### config.mk
export PLATFORM = sky130hd
export DESIGN_NAME = ssmdr_mac
export DESIGN_NICKNAME = d
export VERILOG_FILES = /design/src/hdl/ssmdr_pkg.sv /design/src/hdl/ssmdr_mac.sv
export SDC_FILE = /design/constraint.sdc
export NUM_CORES = 2
export LEC_CHECK = 0
export BUFFER_PORTS_ARGS = -buffer_cell sky130_fd_sc_hd__buf_2
export CAP_MARGIN = 30
export CORE_AREA = 2 2 357 359
export DETAILED_ROUTE_END_ITERATION = 10
export DIE_AREA = 0 0 359 361
export MAX_ROUTING_LAYER = met4
export PLACE_DENSITY = 0.55
export SYNTH_ARGS = -nofsm -noshare
export SYNTH_HDL_FRONTEND = slang
export SYNTH_SLANG_ARGS = --single-unit
### constraint.sdc
create_clock -name clk -period 9.44 [get_ports clk]
set_input_delay 0.472 -clock clk [delete_from_list [all_inputs] [get_ports clk]]
set_output_delay 0.472 -clock clk [all_outputs]
set_load 0.05 [all_outputs]
### src/hdl/ssmdr_pkg.sv
`timescale 1ns / 1ps

package ssmdr_pkg;

    // Operation codes of an input beat.
    localparam logic [2:0] OP_LOAD_IN_WEIGHT  = 3'd0;
    localparam logic [2:0] OP_LOAD_DECAY      = 3'd1;
    localparam logic [2:0] OP_LOAD_OUT_WEIGHT = 3'd2;
    localparam logic [2:0] OP_LOAD_STATE      = 3'd3;
    localparam logic [2:0] OP_FEATURE         = 3'd4;

    // Result kinds.
    localparam logic RESULT_STATE = 1'b0;
    localparam logic RESULT_LOGIT = 1'b1;

    localparam int ROW_CAP = 32;
    localparam int COL_CAP = 32;

    localparam logic signed [47:0] ACC_MAX = {1'b0, {47{1'b1}}};
    localparam logic signed [47:0] ACC_MIN = {1'b1, {47{1'b0}}};

    // Sequencer states.
    typedef enum logic [2:0] {
        ST_IDLE,
        ST_MAC,
        ST_UPD,
        ST_EMIT,
        ST_LOGIT,
        ST_LAST
    } seq_state_t;

    // Operation select for the shared unit.
    typedef enum logic [1:0] {
        MAC_ACC,
        MAC_UPD,
        MAC_LOGIT
    } mac_op_t;

    // Q16.16 product, floor shift by 16.
    function automatic logic signed [47:0] qmul(input logic signed [31:0] a,
                                                input logic signed [31:0] b);
        logic signed [63:0] p;
        begin
            p = 64'(a) * 64'(b);
            qmul = p[63:16];
        end
    endfunction

    // Saturating 48-bit add.
    function automatic logic signed [47:0] sadd48(input logic signed [47:0] a,
                                                  input logic signed [47:0] b);
        logic signed [48:0] s;
        begin
            s = 49'(a) + 49'(b);
            if (s > 49'(ACC_MAX)) sadd48 = ACC_MAX;
            else if (s < 49'(ACC_MIN)) sadd48 = ACC_MIN;
            else sadd48 = s[47:0];
        end
    endfunction

    // Saturate a 48-bit value to 32 bits.
    function automatic logic signed [31:0] sat32(input logic signed [47:0] v);
        begin
            if (v > 48'sh00007FFFFFFF) sat32 = 32'sh7FFFFFFF;
            else if (v < -48'sh000080000000) sat32 = 32'sh80000000;
            else sat32 = v[31:0];
        end
    endfunction

endpackage

### src/hdl/ssmdr_mac.sv
`timescale 1ns / 1ps

module ssmdr_mac (
    input  logic                   clk,
    input  ssmdr_pkg::mac_op_t     op,
    input  logic signed [31:0]     a,
    input  logic signed [31:0]     b,
    input  logic signed [47:0]     addend,
    output logic signed [47:0]     sum,
    output logic signed [31:0]     sum32
);
    import ssmdr_pkg::*;

    logic signed [47:0] prod_reg;
    logic signed [47:0] addend_reg;
    mac_op_t            op_reg;
    logic signed [47:0] total;

    // Stage one: the multiply, registered.
    always_ff @(posedge clk)
    begin
        prod_reg   <= qmul(a, b);
        addend_reg <= addend;
        op_reg     <= op;
    end

    // Stage two: saturating 48-bit add; the state update takes the 32-bit clamp of it.
    always_comb
    begin
        total = sadd48(prod_reg, addend_reg);
        case (op_reg)
            MAC_UPD: sum = total;
            default: sum = total;
        endcase
        sum32 = sat32(total);
    end

endmodule

# Yosys cells after proc, flatten, opt, wreduce, memory -nomap -nowiden
# Index checks and enable logic that the tools add are counted.
totals:
  ff_bits: 96
  latch_bits: 0
  mem_bits_rw: 0
  romBits: 0
  output_inout_bits: 80
  wordCells: 12
  n_memories: 0
op_classes:
  n_addsub: 1
  n_mul: 1
  div: 0
  n_lt_le_gt_ge: 4
  eq_ne: 0
  shifts: 0
  n_mux: 4
  bitwise: 0
  n_reduce_logical: 0
op_table:
  columns: ["operator", "count"]
  rows:
  - ["$mux 48", 2]
  - ["$mul 32x32->64", 1]
  - ["$mux 32", 2]
  - ["$add 48x48->49", 1]
  - ["$gt 49x48->1 const B", 1]
  - ["$lt 49x48->1 const B", 1]
  - ["$gt 48x32->1 const B", 1]
  - ["$lt 48x32->1 const B", 1]

# Depth between registers and ports, before layout
logic_depth:
  word_depth: 7
  depth_mapped: 31

# Worst setup path after synthesis
# OpenSTA, ideal clock, no wires.
synth_path:
  kind: "input -> register"
  startpoint: "input port a[10]"
  endpoint: "register prod_reg[45]"
  setup_time_ps: 72
  arrival_time_ps: 7760
  slack_ps: 1609
  path_stages: 29
  n_path_buf: 1
  cell_sequence: "clkbuf_1 nand2_1 fa_1 fa_1 inv_1 fa_1 inv_1 fa_1 inv_1 fa_1 fa_1 fa_1 inv_1 fa_1 inv_1 ha_1 and3_1 and3_1 and2_1 nand4_1 a2bb2oi_1 a2111oi_0 o21ai_0 a21oi_1 nor4_1 nor3_1 a311oi_1 nor3_1 xor2_1"
synth_via:
  elab_chain_cells: 1
synth_rtl:
  columns: ["item", "line", "text"]
  rows:
  - ["start: declaration", "ssmdr_mac.sv:6", "input logic signed [31:0] a,"]
  - ["$mul 32x32->64", "ssmdr_pkg.sv:44", "p = 64'(a) * 64'(b);"]
  - ["end signal: assignment", "ssmdr_mac.sv:22", "prod_reg <= qmul(a, b);"]
  - ["end: declaration", "ssmdr_mac.sv:14", "logic signed [47:0] prod_reg;"]
# No other way between the ends.

# Worst setup path in the final report
layout_path:
  startpoint: "input port b[10]"
  endpoint: "register prod_reg[45]"
layout_via:
  elab_chain_cells: 1
layout_rtl:
  columns: ["item", "line", "text"]
  rows:
  - ["start: declaration", "ssmdr_mac.sv:7", "input logic signed [31:0] b,"]
  - ["$mul 32x32->64", "ssmdr_pkg.sv:44", null]
# No other way between the ends.

==> reports/results.txt <==
CTS Sinks: 96
Initial antenna violation count: 12
Synth cell types: 82
Post-CTS Resized: 0
TritonCTS buffer count: 9
Class of the worst hold path: primary input to register
Avg Inst Size Synth: 9.24 sq um
Top cell type's share of synthesized area: 0.525
Cell mode on critical path: fa_1
HPWL after detailed placement: 103000 um
Vias in the first global route: 33.2k
Reg clk slew, reported paths: 0.07 ns
Main flop type after synthesis: dfxtp_1
Outcome: finished clean
# IOs: 195
RSZ-0062 raised after global routing: false
Final critical-path share of the clock period: 0.920
Dpl ws: 0.311 ns
Die footprint: 130000 sq um
Post-Synthesis Cells: 4464
Routed wire length: 118000 um
CP Launch Point: b[10]
GRT Overall Usage: 0.194
Register area share after synthesis: 0.0466
F_max: 0.115 GHz
Layout area overhead: 7.81%
Routed Antenna Nets: 0
Rel. slew slack: 0.494
Synth Warn #: 0
CTS root buf: clkbuf_16
Drt first-iter violations: 1651
Crit path capture type: register
Sequential cell area: 1920 sq um
Setup crit start kind: primary input
Cell taking the most area after synthesis: fa_1
Critical path's slowest cell: fa_1
Clock H-tree levels: 3
Setup TNS: 0 ns
Drt first pass iters: 7
Crit path DAT: 8.97 ns
Final WS setup: 0.758 ns
Post-route minimum period: 8.68 ns
Die height: 361 um
Syn Nets: 5889
Final global-route overflow total: 0
Hold Vio Cnt, Final: 0
Slowest stage delay, CP: 0.60 ns
Mapped Area: 41200 sq um
Largest net degree at the start of global routing: 34
Worst-Margin Slew: 0.749 ns
Most common cell in the netlist: fa_1
MaxCap Viol Count: 0
CP Data Required Time: 9.73 ns
# hold bufs at CTS: 0
Count of final setup violators: 0
Drt wl/cell: 19.1 um
Async set-reset flop share out of synthesis: 0
Total setup buffers inserted after CTS: 0
Fill cell total of the finished layout: 12.8k
First-pass GRT wire length: 190000 um
Number of synthesized flops with an enable pin: 0
Die W: 359 um
Min-delay src: addend[28]
FP Rows: 130
CTS tree: built
Top cells by area, synth: fa_1, inv_1, and2_1
Via count: 29.7k
Post-synth top cells: fa_1, inv_1, nand2_1, and2_1, ha_1
Via/cell ratio: 4.81
# port buffers: 192
Pins Over Slew Limit: 0
DRC Markers: 0
Final Wtd Congestion: 0.887
Nets: 5951
Multi-input gate area: 34700 sq um
Starting density of the core: 0.329
Worst setup path category: primary input to register
Post-layout util: 0.354
Seq cells post-synth: 96
Share of layout cells above drive strength 1: 0.0737
Clock Path Buffers: 2
Core area: 125000 sq um
CP Max Fanout: 18
## cells in the final DEF (no fill, tap or decap), types with 6 or more instances in the layout
cell,count
or2_2,8
fa_1,1082
o22ai_1,6
dfxtp_1,96
o21bai_1,15
nand3_1,26
nor3_1,17
a21o_1,51
buf_4,85
buf_2,192
a211oi_1,14
o21a_1,13
nor2_1,121
o21ai_0,94
clkbuf_16,9
nand2b_1,14
o211ai_1,7
inv_1,983
a31oi_1,11
a21oi_1,101
xnor2_1,60
diode_2,10
and2_1,518
and3_1,12
nand2_1,567
nor4_1,6
nand4_1,21
ha_1,228
nor2b_1,32
xor2_1,40
## through the flow
stage | area, sq um | instances | hold WS [ns]
3_3_place_gp | 44000 | 6161 | 0.574
4_1_cts | 44400 | 6181 | 0.198
5_1_grt | 44400 | 6190 | 0.197
6_report | 44400 | 6191 | 0.210
3_5_place_dp | 44100 | 6165 | 0.576
2_1_floorplan | 41200 | 4464 | 0.500
## critical path: cells and delay by family
kind | cells | cell delay [ns]
AO/OA/AOI/OAI | 5 | 1.14
XOR/XNOR | 1 | 0.17
adder cells (fa/ha/maj) | 9 | 4.40
buffers and inverters | 6 | 1.23
AND/OR/NAND/NOR | 8 | 1.54
## per-layer routing
| metal | global-route usage | wire length [um] | part of all wire |
|---|---|---|---|
| met5 | - | 0 | 0 |
| met4 | 0.0445 | 3170 | 0.027 |
| met3 | 0.0127 | 3870 | 0.033 |
| met2 | 0.348 | 61200 | 0.52 |
| met1 | 0.240 | 50000 | 0.42 |
## final timing paths
path	cells past startpoint	slack (ns)	to
setup / recovery	29	0.76	prod_reg[45]
hold / removal	1	0.21	addend_reg[28]
## area by class of cell
class                           instances  area share
Clock buffer                            9     0.00507
Antenna cell                           10    0.000563
Tap cell                             1650      0.0464
Inverter                              983      0.0830
Sequential cell                        96      0.0432
Multi-Input combinational cell       3152       0.780
Clock inverter                          7     0.00231
Timing Repair Buffer                  284      0.0389
## cells by family (layout without fill, tap and decap cells)
group / count (synthesis) / in the layout / share of synthesized area
buffers and inverters: 1216 / 1283 / 0.112
other: 0 / 10 / 0
AOI/OAI and AO/OA: 370 / 370 / 0.0589
adders and majority gates: 1311 / 1311 / 0.595
xor gates and xnor gates: 100 / 100 / 0.0212
muxes: 4 / 4 / 0.00109
and+or+nand+nor: 1367 / 1367 / 0.165
DFF: 96 / 96 / 0.0466
Power is not shown: default switching activity piles up to over one toggle a cycle in this logic, so the estimate is an artifact.
