$ cat src/hdl/ssmdr_ram.sv
`timescale 1ns / 1ps

module ssmdr_ram #(
    parameter int WIDTH = 32,
    parameter int DEPTH = 32
) (
    input  logic                     clk,
    input  logic                     we,
    input  logic [$clog2(DEPTH)-1:0] waddr,
    input  logic [WIDTH-1:0]         wdata,
    input  logic [$clog2(DEPTH)-1:0] raddr,
    output logic [WIDTH-1:0]         rdata
);

    logic [WIDTH-1:0] mem [DEPTH];

    // One write port, one registered read port.
    always_ff @(posedge clk)
    begin
        if (we)
        begin
            mem[waddr] <= wdata;
        end
        rdata <= mem[raddr];
    end

endmodule

$ cat config.mk
export PLATFORM = sky130hd
export DESIGN_NAME = ssmdr_ram
export DESIGN_NICKNAME = d
export VERILOG_FILES = /design/src/hdl/ssmdr_ram.sv
export SDC_FILE = /design/constraint.sdc
export NUM_CORES = 1
export LEC_CHECK = 0
export ABC_CLOCK_PERIOD_IN_PS = 3700
export BUFFER_PORTS_ARGS = -buffer_cell sky130_fd_sc_hd__buf_2
export CORE_MARGIN = 2
export CORE_UTILIZATION = 40
export DETAILED_ROUTE_END_ITERATION = 10
export PLACE_DENSITY_LB_ADDON = 0.3
export SYNTH_ARGS = -nofsm -noshare
export SYNTH_HDL_FRONTEND = slang
export SYNTH_SLANG_ARGS = --single-unit
$ cat constraint.sdc
create_clock -name clk -period 3.7 [get_ports clk]
set_input_delay 0.74 -clock clk [delete_from_list [all_inputs] [get_ports clk]]
set_output_delay 0.74 -clock clk [all_outputs]
set_load 0.01 [all_outputs]
* Word level (Yosys, flattened, before mapping)
Memory sizes are Yosys's and may differ from the RTL's. A register that Yosys moved wholly into a read port is not among the register bits.
Index checks and enable logic that the tools add are counted.
** Operators by class
- Muxes and demuxes :: 2
** Operators with widths (number)
- 1-bit 2-to-1 mux :: 2
** Word-level totals
- Flip-flop bits (word level) :: 0
- Memory bits (writable) :: 1024
- Input bits :: 44
- Output and inout port bits :: 32
- Logic and storage cells :: 3
- Memories kept :: 1
** Memories
- mem :: words 32, bits a word 32, read ports 1, clocked after Yosys merged registers in 1, wr ports 1, line 15 : logic [WIDTH-1:0] mem [DEPTH];

* Logic depth before layout (Yosys ltp)
Gate-level depths: netlist of the first run.
- Depth after elaboration :: 2
- Depth in mapped cells :: 8
- Mapped depth without buffers :: 5

* Worst setup path before layout of the first run
Ideal clock, no wire load.
- Path type :: input -> register
- Start point :: input port waddr[1]
- End point :: memory mem[12][0] (enable)
- Arrival time :: 2.753 ns
- Required time :: 3.279 ns
- Slack :: 0.526 ns
- Stages :: 3
- Buffers on the path :: 1
- Path through :: or3b_2 clkbuf_1 nor2_1
** RTL lines
- from (decl) :: line 9 : input logic [$clog2(DEPTH)-1:0] waddr,
- to (decl) :: line 15
Straight into the memory's write port.

==> results_dict.tcl, run 1 <==
set metrics [dict create \
    drv_slew 0 \
    synth_area_per_cell_um2 17.91 \
    finalWeightedCongestion 0.7550 \
    core_um2 100100 \
    numCtsBuffers 105 \
    maxCapViolations 0 \
    cts_root_buffer "clkbuf_16" \
    ys_seq_elements 1056 \
    powerDensity_nw_per_um2 543.2 \
    fill_cells 8393 \
    power_leakage_nw 16.19 \
    drive_above_1_share_pct 14.93 \
    ys_seq_area_share_pct 77.54 \
    io_pins 76 \
    area_growth_pct 15.02 \
    final_cell_mix "1024 x edfxtp_1, 512 x mux2i_1, 106 x clkbuf_16" \
    crit_fanout 23 \
    grt_usage_pct 19.31 \
    worst_clock_skew_ns 0.02292 \
    drc 0 \
    die_area_um2 103800 \
    diodes 0 \
    rrSetupSlack_ns 2.08 \
    max-slew-margin-rel_pct 19.41 \
    die_w_um 322.1 \
    clock_latency_ns 0.68 \
    register_area_um2 31390 \
    cp-end-kind "register" \
    worstHoldStart "wdata[11]" \
    final-hold-violation-count 0 \
    r2r_cells 5 \
    start_util_pct 40.43 \
    syn_inst 2260 \
    setup_viol 0 \
    fin_util_pct 46.50 \
    slowest_stage "nor2_4" \
    crit_top_cell "buf_4" \
    cts_tree "yes" \
    grt_pass1_vias 21470 \
    regToRegEndpoint "rdata[14]$_DFF_P_" \
    yosysWarnings 0 \
    worst_pin_slew_ns 1.205 \
    dp_hpwl_mm 56.80 \
    cts_buffer_depth 3 \
    postPlaceCellArea_um2 43110 \
    detail-route-antenna-nets 0 \
    critPathMaxStageDelay_ns 0.64 \
    io_buffers 75 \
    r2r-start "mem[6][14]$_DFFE_PP_" \
    ctsResizeCount 0 \
    grt_max_degree 69 \
    status "finished, final reports clean" \
    min_path_type "in2reg" \
    cts.sinks 1056 \
    finalInstanceArea_um2 46570 \
    fin_nets 2460 \
    hold_depth 1 \
    crit_chain "buf_2, nor2_4, buf_4, buf_4, nand2_1, a31oi_1, nand3_1" \
    required_ns 4.18 \
    vias_per_cell 5.550 \
    ys_types 25 \
    multi_input_area_um2 8610 \
    grt_pass1_wl_mm 146.2 \
    die_y_um 322.1 \
    crit_arrival_ns 2.97 \
    cts_setup_buffers 0 \
    dr_total_vias 21070 \
    drt_first_pass_iters 5 \
    h-tree-depth 3 \
    syn_area_um2 40490 \
    ctsHoldBuffers 0 \
    drt-initial-drc-count 1780 \
    gr-total-overflow 0 \
    finalCriticalPeriod_ns 2.488 \
    finalSetupTns_ns 0 \
    ir_drop_v 0.0003899 \
    row_count 116 \
    period_share_pct 67.25 \
    cts.clk_slew.worst_paths_ns 0.06 \
    wl_per_cell_um 26.41 \
    critPathLaunchType "input pin" \
    synth_nets 2304 \
    drt_wl_total_mm 100.3 \
    finalPower_w 0.02529 \
    min_to "mem[2][11]$_DFFE_PP_" \
    rsz0062_at_grt "no" \
    timing.fmax_mhz 401.9 \
    layout_commonest_cell "edfxtp_1" \
    antenna_found_initial 8 \
    crit_type "in2reg" \
]
[report_power, final]
group | internal, W | switching (W)
Clock | 0.00621 | 0.00442
Sequential | 0.0133 | 0.0000705
Combinational | 0.000429 | 0.000865
Total | 0.0199 | 0.00536
[metal layers]
metal	wire length (µm)	track usage (%)	vias to the layer above
met3	5274	3.158	177
li1	-	-	9290
met2	49160	32.44	619
met4	3087	6.407	6
met1	42700	25.62	10980
met5	39	0	-
[logic make-up after synthesis]
kind of cell           synth area share, %
flip-flops                           77.53
multiplexers                         12.66
buffers and inverters                1.860
AO/OA/AOI/OAI                        4.846
AND/OR/NAND/NOR                      3.100
[registers in the layout, indices dropped and copies added (netlist names)]
name / count
mem: 1024
rdata: 32
[critical path, delay by kind of cell]
| family | cells | cell delay, ns |
|---|---|---|
| AO/OA/AOI/OAI | 1 | 0.30 |
| buffers and inverters | 3 | 0.93 |
| AND/OR/NAND/NOR | 3 | 0.98 |
[per-stage QoR]
stage / cells / setup WS (ns) / hold WS (ns)
2_1_floorplan: 2260 / 0.5259 / 0.5529
3_3_place_gp: 3607 / 0.6124 / 0.5819
3_5_place_dp: 3607 / 0.5400 / 0.5984
4_1_cts: 3797 / 1.246 / 0.5141
5_1_grt: 3797 / 1.186 / 0.5577
6_report: 3797 / 1.212 / 0.5630
[synth_stat cells]
| cell type | n | area share [%] |
|---|---|---|
| buf_2 | 26 | 0.32 |
| nand2_1 | 98 | 0.91 |
| a22oi_1 | 96 | 1.8 |
| a22o_1 | 64 | 1.4 |
| nand3_1 | 98 | 1.2 |
| buf_6 | 15 | 0.42 |
| or3_1 | 1 | 0.015 |
| mux2i_1 | 512 | 13 |
| nand2b_1 | 2 | 0.031 |
| dfxtp_1 | 32 | 1.6 |
| edfxtp_1 | 1024 | 76 |
| clkbuf_1 | 46 | 0.43 |
| nand3b_1 | 5 | 0.093 |
| buf_4 | 33 | 0.61 |
| buf_1 | 5 | 0.046 |
| nor2b_1 | 1 | 0.015 |
| or2_2 | 1 | 0.015 |
| and2_1 | 1 | 0.015 |
| a21oi_1 | 96 | 1.2 |
| a31oi_1 | 32 | 0.49 |
| clkbuf_4 | 2 | 0.037 |
| nor2_1 | 34 | 0.32 |
| or3b_2 | 3 | 0.065 |
| nor3_1 | 32 | 0.40 |
| and2b_1 | 1 | 0.019 |
[area by class of cell]
type	instances	share of cell area, %
clock inverters	56	1.319
repair buffers	176	3.181
multi-input cells	1077	18.49
clock buffers	134	6.115
flip-flops and latches	1056	67.41
well taps	1298	3.488
[worst max-delay path by stage]
stage | start | to | slack (ns) | cells past startpoint
6_report | raddr[1] | rdata[17]$_DFF_P_ | 1.21 | 7
3_3_place_gp | raddr[1] | rdata[17]$_DFF_P_ | 0.61 | 7
4_1_cts | raddr[1] | rdata[17]$_DFF_P_ | 1.25 | 7
3_5_place_dp | raddr[1] | rdata[17]$_DFF_P_ | 0.54 | 7
2_1_floorplan | waddr[1] | mem[12][0]$_DFFE_PP_ | 0.53 | 3
5_1_grt | raddr[1] | rdata[17]$_DFF_P_ | 1.19 | 7
Power figures use the tool's default switching activity.
==> inputs of run 2 (changes only) <==
ABC_CLOCK_PERIOD_IN_PS = 2400   (was 3700)
clock period = 2.4 ns   (was 3.7 ns; I/O delays follow)
==> results_dict.tcl, run 2 (synthesis results as in run 1) <==
set metrics [dict create \
    diodes 0 \
    ctsHoldBuffers 0 \
    crit_buf_inv 1 \
    intPower_w 0.03101 \
    crit_arrival_ns 1.38 \
    finalCriticalPeriod_ns 1.864 \
    io_buffers 75 \
    vias_per_cell 5.510 \
    regMostFlops "mem" \
    status "finished, final reports clean" \
    die_y_um 322.1 \
    fill_cells 8299 \
    row_count 116 \
    cts_setup_buffers 0 \
    worst_pin_slew_ns 0.6900 \
    drt_wl_total_mm 100.1 \
    ir_drop_v 0.0005326 \
    p_seq_share_pct 52.5 \
    max-slew-margin-rel_pct 54.00 \
    grt_usage_pct 19.20 \
    crit_chain "buf_2" \
    p_switching_w 0.008274 \
    period_share_pct 77.67 \
    largest_registers "mem: 1024 flops, rdata: 32 flops" \
    die_w_um 322.1 \
    cts.sinks 1056 \
    powerDensity_nw_per_um2 827.6 \
    fin_nets 2504 \
    power_leakage_nw 16.59 \
    critPathMaxStageDelay_ns 0.52 \
    drive_above_1_share_pct 16.66 \
    postPlaceCellArea_um2 43910 \
    min_path_type "in2reg" \
    final_cell_mix "1024 x edfxtp_1, 512 x mux2i_1, 107 x clkbuf_16" \
    maxCapViolations 0 \
    cts_root_buffer "clkbuf_16" \
    ctsResizeCount 0 \
    clock_latency_ns 0.68 \
    critPathLaunch "rdata[11]$_DFF_P_" \
    r2r-start "mem[6][9]$_DFFE_PP_" \
    finalInstanceArea_um2 47470 \
    slowest_stage "dfxtp_1" \
    io_pins 76 \
    worst_clock_skew_ns 0.02174 \
    grt_pass1_vias 21330 \
    cp-end-kind "primary output" \
    antenna_found_initial 7 \
    drc 0 \
    finalWeightedCongestion 0.7716 \
    dr_total_vias 21210 \
    drt-initial-drc-count 1805 \
    cts.clk_slew.worst_paths_ns 0.06 \
    crit_type "reg2out" \
    power_frac_clock_pct 42.3 \
    critPathLaunchType "register" \
    grt_pass1_wl_mm 144.6 \
    cts_buffer_depth 3 \
    detail-route-antenna-nets 0 \
    p_sw_share_pct 21.06 \
    register_area_um2 31390 \
    crit_fanout 1 \
    p_comb_share_pct 5.2 \
    grt_max_degree 56 \
    numCtsBuffers 105 \
    core_um2 100100 \
    final-hold-violation-count 0 \
    required_ns 1.92 \
    dp_hpwl_mm 57.42 \
    h-tree-depth 3 \
    cpLargestDelayFamily "flip-flops" \
    multi_input_area_um2 8610 \
    area_growth_pct 17.26 \
    timing.fmax_mhz 536.5 \
    drv_slew 0 \
    rsz0062_at_grt "no" \
    wl_per_cell_um 26.00 \
    gr-total-overflow 0 \
    layout_commonest_cell "edfxtp_1" \
    start_util_pct 40.43 \
    worstHoldStart "wdata[20]" \
    fin_util_pct 47.41 \
    largest_reg_flops 1024 \
    cts_tree "yes" \
    drt_first_pass_iters 5 \
    die_area_um2 103800 \
    setup_viol 0 \
]
-- run 2: cell count changes in the layout (fill, tap and decap cells not counted), moves of 2 or more --
cell | previous run | this run
inv_16 | 2 | 0
buf_12 | 27 | 65
clkbuf_1 | 19 | 15
clkbuf_8 | 9 | 17
buf_4 | 74 | 80
clkinv_1 | 17 | 21
-- run 2: stage by stage --
step / total power (W) / TNS, ns / std cells / setup WS, ns / hold slack, ns
floorplan: 0.02205 / -255.39 / 2260 / -0.5141 / 0.5529
global placement: 0.02306 / 0 / 3651 / 0.06452 / 0.5881
detailed placement: 0.02310 / 0 / 3651 / 0.02692 / 0.5849
CTS: 0.03959 / 0 / 3849 / 0.5033 / 0.2620
global route: 0.04044 / 0 / 3849 / 0.4477 / 0.3108
finish: 0.03929 / 0 / 3849 / 0.5360 / 0.3096
-- run 2: final timing paths --
check,end,slack (ns),depth (start not counted)
worst max-delay path,rdata[11],0.54,1
worst min-delay path,mem[10][20]$_DFFE_PP_,0.31,1
worst max register to register,rdata[9]$_DFF_P_,0.99,6
worst min register to register,rdata[16]$_DFF_P_,0.59,4
-- run 2: layout make-up --
| cell class | instances | area share [%] |
|---|---|---|
| multi-input combinational | 1077 | 18.14 |
| timing repair buffer | 220 | 4.818 |
| clock inverter | 59 | 1.255 |
| clock buffer | 139 | 6.251 |
| sequential | 1056 | 66.12 |
| tap | 1298 | 3.421 |
-- run 2: layer usage --
| layer | wire [µm] | up-vias | part of all wire, % | track usage, % |
|---|---|---|---|---|
| li1 | - | 9390 | - | - |
| met1 | 43340 | 11070 | 43 | 26.13 |
| met2 | 48730 | 598 | 49 | 31.79 |
| met3 | 5388 | 140 | 5.4 | 2.938 |
| met4 | 2578 | 6 | 2.6 | 6.075 |
| met5 | 31 | - | 0.031 | 0 |
-- run 2: power by group through the flow --
| stage | registers, W | clock network (W) | logic (W) |
|---|---|---|---|
| finish | 0.0206 | 0.0166 | 0.00206 |
| global route | 0.0206 | 0.0176 | 0.00220 |
| CTS | 0.0206 | 0.0169 | 0.00208 |
| detailed placement | 0.0210 | 0 | 0.00207 |
| global placement | 0.0210 | 0 | 0.00204 |
| floorplan | 0.0210 | 0 | 0.00106 |
==> inputs of run 3 (changes only) <==
ABC_CLOCK_PERIOD_IN_PS = 1500   (was 2400)
clock period = 1.5 ns   (was 2.4 ns; I/O delays follow)
==> results_dict.tcl, run 3 (synthesis results as in run 1) <==
set metrics [dict create \
    regMostFlops "mem" \
    grt_pass1_vias 21800 \
    finalCriticalPeriod_ns 1.512 \
    detail-route-antenna-nets 0 \
    period_share_pct 100.8 \
    crit_type "reg2out" \
    vias_per_cell 5.489 \
    cts_buffer_depth 3 \
    fin_cells 3957 \
    timing.hold.ws_ns 0.1154 \
    core_um2 100100 \
    required_ns 1.20 \
    cts.sinks 1056 \
    final_cell_mix "1024 x edfxtp_1, 512 x mux2i_1, 143 x buf_4" \
    antenna_found_initial 5 \
    critPathMaxStageDelay_ns 0.41 \
    row_count 116 \
    setup_ws_ns -0.01203 \
    use_met3_pct 2.675 \
    fin_util_pct 48.85 \
    maxCapViolations 0 \
    slowest_stage "dfxtp_4" \
    final-hold-violation-count 0 \
    rsz0062_at_grt "yes" \
    crit_arrival_ns 1.21 \
    crit_buf_inv 1 \
    cpLargestDelayFamily "flip-flops" \
    numCtsBuffers 107 \
    wl_per_cell_um 26.10 \
    dp_hpwl_mm 63.14 \
    finalSetupTns_ns -0.01203 \
    crit_chain "buf_6" \
    cts.clk_slew.worst_paths_ns 0.06 \
    io_buffers 75 \
    status "complete, but fails checks" \
    worst_pin_slew_ns 0.5795 \
    drt-initial-drc-count 2151 \
    cp-end-kind "primary output" \
    use_met1_pct 27.75 \
    worst_clock_skew_ns 0.01944 \
    gr-total-overflow 0 \
    grt.busiest_layer "met2" \
    largest_reg_flops 1024 \
    max-slew-margin-rel_pct 61.37 \
    drv_slew 0 \
    drive_above_1_share_pct 20.48 \
    die_w_um 322.1 \
    drc 0 \
    min_path_type "in2reg" \
    largest_registers "mem: 1024 flops, rdata: 32 flops" \
    die_y_um 322.1 \
    cts_tree "yes" \
    setup_viol 1 \
    drt_first_pass_iters 8 \
    grt_usage_pct 19.88 \
    drt_wl_total_mm 103.3 \
    grt_util_met2_pct 32.54 \
    crit_fanout 1 \
    violations "negative setup slack" \
    powerDensity_nw_per_um2 1285 \
    start_util_pct 40.43 \
    dp.cells 3754 \
    grt_pass1_wl_mm 149.6 \
    layout_commonest_cell "edfxtp_1" \
    timing.fmax_mhz 661.4 \
    fin_nets 2609 \
    ctsHoldBuffers 0 \
    cts_root_buffer "clkbuf_16" \
    dr_total_vias 21720 \
    critPathLaunchType "register" \
    area_growth_pct 20.84 \
    finalWeightedCongestion 0.8005 \
    die_area_um2 103800 \
    grt_max_degree 40 \
    h-tree-depth 3 \
    power_leakage_nw 17.27 \
    ir_drop_v 0.001010 \
    clock_latency_ns 0.68 \
    io_pins 76 \
]
-- run 3: per-layer routing --
layer	share of wire (%)	wire, µm
met2	48	50020
met5	0.014	14
met4	2.4	2477
met1	44	45020
met3	5.6	5758
-- run 3: repair_timing --
item | in CTS | in global routing
resized for setup | 51 | 1
endpoints found under the hold margin | 0 | 0
buffers inserted | 0 | 0
setup endpoints to repair | 21 | 5
gates cloned | 0 | 0
-- run 3: path summary, 6_finish.rpt --
| kind | start | to | slack (ns) | cells after the start |
|---|---|---|---|---|
| hold / removal | wdata[25] | mem[30][25]$_DFFE_PP_ | 0.12 | 1 |
| setup reg to reg | mem[6][27]$_DFFE_PP_ | rdata[27]$_DFF_P_ | 0.10 | 6 |
| hold reg to reg | mem[17][1]$_DFFE_PP_ | rdata[1]$_DFF_P_ | 0.60 | 4 |
| setup / recovery | rdata[12]$_DFF_P_ | rdata[12] | -0.01 | 1 |
-- run 3: where the power goes --
part | leakage [nW] | internal (W) | switching (W) | total, W
Combinational | 6.07 | 0.00146 | 0.00211 | 0.00358
Sequential | 9.50 | 0.0328 | 0.000209 | 0.0330
Clock | 1.70 | 0.0155 | 0.0108 | 0.0263
Total | 17.3 | 0.0497 | 0.0131 | 0.0629
-- run 3: metrics by stage --
stage	power, W	worst slack (ns)	area [µm²]
after floorplan	0.03533	-0.4838	40780
after global placement	0.03708	-0.4197	45240
after detailed placement	0.03715	-0.4418	45240
after CTS	0.06336	-0.03770	48910
after global routing	0.06475	-0.03193	48920
final	0.06289	-0.01203	48920
-- run 3: layout make-up --
type                       instances  area [µm²]
sequential                      1056       31440
clock inverter                    44       471.7
clock buffer                     156        3044
timing repair buffer             323        3691
fill                            8147       51220
multi-input combinational       1077        8642
antenna                            3       7.507
tap                             1298        1624
